[config.mk]
export PLATFORM = sky130hd
export DESIGN_NAME = vab_cordic
export DESIGN_NICKNAME = d
export VERILOG_FILES = /design/src/rtl/vab_pkg.sv /design/src/rtl/vab_cordic.sv
export SDC_FILE = /design/constraint.sdc
export NUM_CORES = 2
export LEC_CHECK = 0
export BUFFER_PORTS_ARGS = -buffer_cell sky130_fd_sc_hd__buf_2
export CORE_MARGIN = 3
export CORE_UTILIZATION = 57
export DETAILED_ROUTE_END_ITERATION = 8
export GPL_ROUTABILITY_DRIVEN = 0
export PLACE_DENSITY = 0.75
export SLEW_MARGIN = 25
export SYNTH_ARGS = -nofsm -noshare
export SYNTH_HDL_FRONTEND = slang
export SYNTH_SLANG_ARGS = --single-unit
[constraint.sdc]
create_clock -name clk_i -period 12.1 [get_ports clk_i]
set_input_delay 0 -clock clk_i [delete_from_list [all_inputs] [get_ports clk_i]]
set_output_delay 0 -clock clk_i [all_outputs]
set_load 0.01 [all_outputs]
[src/rtl/vab_pkg.sv]
package vab_pkg;

  // Design constants.
  localparam int CORDIC_STEPS = 16;
  localparam int COORD_BITS   = 12;

  // Angles are binary fractions of a full turn.
  localparam int ANGLE_W = 32;
  localparam int ATAN_LEN = 24;

  // Coordinates are scaled by 2^16 and need headroom for the CORDIC gain.
  localparam int PRESHIFT = 16;
  localparam int DATA_W   = COORD_BITS + PRESHIFT + 3;

  // Output in 1/64 degree.
  localparam int OUT_W   = 15;
  localparam int PROD_W  = ANGLE_W + OUT_W;
  localparam logic [OUT_W-1:0] DEG64_PER_TURN = OUT_W'(23040);

  localparam logic [ANGLE_W-1:0] HALF_TURN    = 32'h8000_0000;
  localparam logic [ANGLE_W-1:0] QUARTER_TURN = 32'h4000_0000;
  localparam logic [ANGLE_W-1:0] THREE_QUARTER_TURN = 32'hC000_0000;

  // Pipeline: one prep stage, one stage per iteration, difference, scaling.
  localparam int NUM_STAGES = CORDIC_STEPS + 3;

  typedef logic signed [COORD_BITS-1:0] coord_t;
  typedef logic signed [DATA_W-1:0]     data_t;
  typedef logic [ANGLE_W-1:0]           angle_t;
  typedef logic [OUT_W-1:0]             deg64_t;

  // atan(2^-i) in units of a full turn over 2^32, rounded.
  localparam angle_t ATAN_TURN [ATAN_LEN] = '{
    32'd536870912, 32'd316933406, 32'd167458907, 32'd85004756,
    32'd42667331,  32'd21354465,  32'd10679838,  32'd5340245,
    32'd2670163,   32'd1335087,   32'd667544,    32'd333772,
    32'd166886,    32'd83443,     32'd41722,     32'd20861,
    32'd10430,     32'd5215,      32'd2608,      32'd1304,
    32'd652,       32'd326,       32'd163,       32'd81
  };

endpackage

[src/rtl/vab_cordic.sv]
// Pipelined vectoring CORDIC: one prep stage, then one iteration per stage.
module vab_cordic (
  input  logic                       clk_i,
  input  logic [vab_pkg::CORDIC_STEPS:0] en_i,
  input  vab_pkg::coord_t            x_i,
  input  vab_pkg::coord_t            y_i,
  output vab_pkg::angle_t            angle_o
);
  import vab_pkg::*;

  data_t  x_q [CORDIC_STEPS+1];
  data_t  y_q [CORDIC_STEPS+1];
  angle_t z_q [CORDIC_STEPS+1];
  logic   byp_q [CORDIC_STEPS+1];

  // Prep: axis and zero vectors get an exact angle, left half-plane is turned.
  logic signed [COORD_BITS:0] x_ext, y_ext, x_rot, y_rot;
  logic   x_neg, on_axis;
  angle_t z_init;

  always_comb begin
    x_ext   = (COORD_BITS+1)'(x_i);
    y_ext   = (COORD_BITS+1)'(y_i);
    x_neg   = x_i[COORD_BITS-1];
    on_axis = (y_i == '0) || (x_i == '0);
    x_rot   = x_neg ? -x_ext : x_ext;
    y_rot   = x_neg ? -y_ext : y_ext;
    if (y_i == '0) begin
      z_init = x_neg ? HALF_TURN : '0;
    end else if (x_i == '0) begin
      z_init = y_i[COORD_BITS-1] ? THREE_QUARTER_TURN : QUARTER_TURN;
    end else begin
      z_init = x_neg ? HALF_TURN : '0;
    end
  end

  always_ff @(posedge clk_i) begin
    if (en_i[0]) begin
      x_q[0]   <= DATA_W'(x_rot) <<< PRESHIFT;
      y_q[0]   <= DATA_W'(y_rot) <<< PRESHIFT;
      z_q[0]   <= z_init;
      byp_q[0] <= on_axis;
    end
  end

  // One rotation per stage; the sign of y picks the direction.
  for (genvar i = 0; i < CORDIC_STEPS; i++) begin : g_iter
    data_t  x_d, y_d;
    angle_t z_d;

    always_comb begin
      x_d = x_q[i];
      y_d = y_q[i];
      z_d = z_q[i];
      if (i < ATAN_LEN && !byp_q[i]) begin
        if (!y_q[i][DATA_W-1]) begin
          x_d = x_q[i] + (y_q[i] >>> i);
          y_d = y_q[i] - (x_q[i] >>> i);
          z_d = z_q[i] + ATAN_TURN[i % ATAN_LEN];
        end else begin
          x_d = x_q[i] - (y_q[i] >>> i);
          y_d = y_q[i] + (x_q[i] >>> i);
          z_d = z_q[i] - ATAN_TURN[i % ATAN_LEN];
        end
      end
    end

    always_ff @(posedge clk_i) begin
      if (en_i[i+1]) begin
        x_q[i+1]   <= x_d;
        y_q[i+1]   <= y_d;
        z_q[i+1]   <= z_d;
        byp_q[i+1] <= byp_q[i];
      end
    end
  end

  assign angle_o = z_q[CORDIC_STEPS];

endmodule
# Yosys cells after proc, flatten, opt, wreduce, memory -nomap -nowiden
# Memory sizes are Yosys's and may differ from the RTL's.
# Index checks and enable logic that the tools add are counted.
# totals
romBits	0
elab_cells	240
latch_bits	0
n_memories	4
regBits	0
mem_bits_rw	1615
input_bits	42
# classes
shifts	0
div	0
bitwise_logic	0
n_reduce_logical	3
n_mux	136
n_lt_le_gt_ge	0
n_mul	0
eq_ne	0
addsub	97
# mem_list
name	depth	word_bits	read_ports	rd_ports_with_merged_regs	write_ports	line_no	text
z_q	17	32	17	0	17	vab_cordic.sv:13	angle_t z_q [CORDIC_STEPS+1];
x_q	17	31	16	0	17	vab_cordic.sv:11	data_t x_q [CORDIC_STEPS+1];
y_q	17	31	16	0	17	vab_cordic.sv:12	data_t y_q [CORDIC_STEPS+1];
byp_q	17	1	16	0	17	vab_cordic.sv:14	logic byp_q [CORDIC_STEPS+1];
# op_table
operator	n
31-bit two-way mux	64
32-bit two-way mux	36
31-bit by 16-bit adder with 31-bit output	2
31-bit by 17-bit adder with 31-bit output	2
31-bit by 18-bit adder with 31-bit output	2
31-bit by 19-bit adder with 31-bit output	2
31-bit by 20-bit adder with 31-bit output	2
31-bit by 21-bit adder with 31-bit output	2
31-bit by 22-bit adder with 31-bit output	2
31-bit by 23-bit adder with 31-bit output	2
31-bit by 24-bit adder with 31-bit output	2
31-bit by 25-bit adder with 31-bit output	2
31-bit by 26-bit adder with 31-bit output	2
31-bit by 27-bit adder with 31-bit output	2
31-bit by 28-bit adder with 31-bit output	2
31-bit by 29-bit adder with 31-bit output	2
31-bit by 30-bit adder with 31-bit output	2
31-bit by 16-bit subtractor with 31-bit output	2
31-bit by 17-bit subtractor with 31-bit output	2
31-bit by 18-bit subtractor with 31-bit output	2
31-bit by 19-bit subtractor with 31-bit output	2
31-bit by 20-bit subtractor with 31-bit output	2
31-bit by 21-bit subtractor with 31-bit output	2
31-bit by 22-bit subtractor with 31-bit output	2
47 further kinds	92

# Longest topological paths before layout
# depth
word_depth	3
depth_mapped	22
mapped_depth_nobuf	22

# Worst setup path before layout
# No wires, ideal clock.
# synth_timing
path_kind	flip-flop to flip-flop
from	mem x_q[0][290] (netlist name)
to	mem y_q[0][340] (netlist name), data pin
required_ns	11.837
path_buffers	0
path_slack_ns	7.470
synth_period_minus_slack_ns	4.630
arrival_ns	4.367
stages_incl_launch_ff	19
path_cell_list	edfxtp_1 or2_1 or4_1 nor4_1 nand3b_1 nor3_1 nor2_1 xor2_1 ha_1 and4_1 a221o_1 a31oi_1 o21ai_2 a41o_1 a311oi_2 o21bai_1 a221oi_2 mux2i_1 o21ai_1
# synth_rtl
item	line_no
start, declared	vab_cordic.sv:11
end, declared	vab_cordic.sv:12

==> key figures <==
Min path
  – Hold path depth: 2
  – WHS Endpoint: y_q[0][461]
  – Hold Crit Start: en_i[14]
  – Hold Crit Class: primary input to flop

Pwr
  – Total power: 39.7 mW
  – Worst VDD drop: 229 µV
  – P_leak: 50.4 nW
  – Pwr dens: 327 nW/µm²

Setup path
  – Worst path bufs/invs: 2
  – Cells along the critical path: buf_4 -> inv_2 -> ha_1 -> o21a_1 -> o21a_1 -> o21a_1 -> a2111oi_1 -> o31ai_1 -> a31oi_1 -> a2bb2oi_1 -> o211ai_1 -> a31o_1 -> xnor2_1 -> o21ai_1
  – Worst endpoint required time: 12.64 ns
  – CP Capture Type: flop
  – Crit path max fanout: 40
  – Worst setup SP type: flop
  – RR Endpoint: z_q[0][349]
  – Reg2Reg Depth: 14
  – Slowest-stage cell, CP: edfxtp_1
  – Slowest stage delay, CP: 0.98 ns
  – Worst R2R Setup Slack: 6.63 ns
  – Most frequent CP cell: o21a_1
  – Worst Path Class, Setup: flop to flop
  – Cell family with most CP delay: compound AO/OA/AOI/OAI gates
  – RR Startpoint: y_q[0][309]
  – Worst EP arrival: 6.01 ns

Synth
  – Fraction of registers with async set/reset: 0%
  – Avg Cell Area, Syn: 8.75 µm²
  – Multiplexer share of the synthesized area: 1.27%
  – Compound-gate portion of the synthesized area: 22.0%
  – Post-Syn Area: 113000 µm²
  – Mapped Nets: 14205
  – Cells after Synth: 12927
  – XOR/XNOR Fraction of Synth Area: 11.0%
  – Largest family of logic cells by synthesized area: compound AO/OA/AOI/OAI gates
  – Post-synthesis adder-cell area fraction: 14.0%
  – Synth warnings: 0
  – Post-synth EDFFs: 1233
  – Synthesized flop and latch total: 1233
  – Main synth FF type: edfxtp_1
  – Simple-Gate Fraction of Synth Area: 16.2%
  – Sequential area share after synthesis: 32.7%
  – Unique cell type count in the Yosys netlist: 107

Drt
  – WL/cell: 19.6 µm
  – DRC: 0
  – DR vias: 97965
  – Initial DRC Count: 8912
  – Via density per instance: 6.27
  – Detailed Route WL: 306 mm
  – Final antenna-violating net count: 0
  – Drt first pass iters: 7

Placement
  – Dpl cell area: 116000 µm²
  – Detail Placement HPWL: 233 mm
  – Port Buffers: 73
  – Inst Count DP: 15296

Timing
  – Final Max Slew Viols: 0
  – Final Hold Fails: 0
  – Min cycle time layout: 5.47 ns
  – Fin Setup TNS: 0 ns
  – Skew final: 0.0432 ns
  – Max-slew headroom: 17.2%
  – RSZ-0062 raised after global routing: false
  – Final setup viols: 0
  – Max Fclk: 0.183 GHz
  – Worst Max-Slew Pin Slew: 1.23 ns
  – Crit share post-route: 45.2%

Die
  – Die Ht: 451 µm
  – Die Area: 204000 µm²
  – Number of I/O pins: 74
  – Die X: 451 µm
  – Num rows: 162
  – Starting Density: 57.7%
  – Core area: 196000 µm²

CTS
  – Clk pin slew, worst setup/hold paths: 0.06 ns
  – CTS tree: yes
  – Post-CTS Setup Bufs: 0
  – Clock Path Buffers: 3
  – CTS buffer count: 146
  – CTS root buf: clkbuf_16
  – H-tree level count: 4
  – Skew-Pair Late Insertion Delay: 0.82 ns
  – Number of gates resized after CTS: 0
  – Cts hold-fix bufs: 65
  – Clock Sinks: 1233

Global route
  – First-pass GRT wire length: 488 mm
  – Total GRT Usage: 29.0%
  – Most used routing layer: met2
  – Initial antenna violation count: 4
  – Pin count of the biggest net entering global routing: 184
  – Grt met2 use: 48.7%
  – GRT met3 Usage: 3.89%
  – GRT met1 Usage: 36.8%
  – Overflow after GRT: 0
  – Vias in the first global route: 93655

Finish
  – Share of layout cells above drive strength 1: 4.24%
  – Most common cell after layout, fill and taps aside: nand2_1
  – Most frequent cells in the layout: nand2_1, o21ai_0, edfxtp_1
  – Final non-filler cell total: 15630
  – Nets: 14164
  – P&R area growth vs syn: 7.33%
  – Design area: 121000 µm²

Run
  – Max Cap Viol: 0

Status
  – Status: complete, no violations
## how the worst max path moves through the flow
stage               cells after the start   startpoint          end
CTS                                    17  x_q[0][229]  y_q[0][277]
finish                                 14  y_q[0][309]  z_q[0][349]
floorplan                              18  x_q[0][290]  y_q[0][340]
global placement                       16  y_q[0][309]  y_q[0][340]
detailed placement                     17  x_q[0][229]  y_q[0][277]
global route                           17  y_q[0][387]  x_q[0][432]
## cell type report
class                   instances  area, µm²
clock inverters                95       1080
well taps                    2624       3280
fillers                     16011      74600
flip-flops and latches       1233      37000
inverters                     454       1700
clock buffers                 171       3790
multi-input cells           10845      72900
repair buffers                206       1600
diodes                          2       5.00
## layer usage
metal	vias to the layer above	wire length, µm
met5	-	27
met4	4	17100
met3	810	21200
met2	3704	142000
met1	46171	125000
li1	47276	-
## Yosys cell counts, types with 139 or more instances
master    number  area (µm²)
nand2_1     1548        5810
nor3_1       309        1550
nand2b_1     207        1290
nor2_1       976        3660
nor2b_1      162        1010
a21o_1       468        3510
o21ai_0     1315        6580
o31ai_1      139        1040
ha_1        1194       14900
xor2_1       663        5810
edfxtp_1    1233       37000
o21a_1       153        1150
clkbuf_1     340        1280
xnor2_1      755        6610
nand3_1      179         896
a21oi_1     1057        5290
inv_1        445        1670
## power breakdown
| part | switching (mW) | internal (mW) |
|---|---|---|
| logic | 14.7 | 11.0 |
| registers | 2.25 | 7.22 |
| clock network | 1.90 | 2.62 |
| total | 18.9 | 20.8 |
## cell families after synthesis
logic type / Yosys count
DFF: 1233
and+or+nand+nor: 3986
buffers and inverters: 849
adders and majority gates: 1236
AOI/OAI and AO/OA: 4073
muxes: 131
xor gates and xnor gates: 1418
other: 1
## worst register-to-register path: stages, from the launching register on
cell and delay, ns:
edfxtp_1 0.98, buf_4 0.53, inv_2 0.36, ha_1 0.48, o21a_1 0.19, o21a_1 0.17
o21a_1 0.20, a2111oi_1 0.65, o31ai_1 0.27, a31oi_1 0.40, a2bb2oi_1 0.38, o211ai_1 0.13
a31o_1 0.24, xnor2_1 0.14, o21ai_1 0.07
## through the flow
stage               utilization (%)  setup slack [ns]  hold WS, ns
finish                         61.9              6.63       0.0728
detailed placement             59.1              6.75        0.269
CTS                            61.9              6.70       0.0216
floorplan                         -              7.47       0.0989
global placement               59.1              6.84        0.271
global route                   61.9              6.19       0.0463
## registers in the layout (all words and copies together), names as in the netlist
name   count
z_q      458
x_q      372
byp_q     16
y_q      387
(Power assumes the default switching activity.)
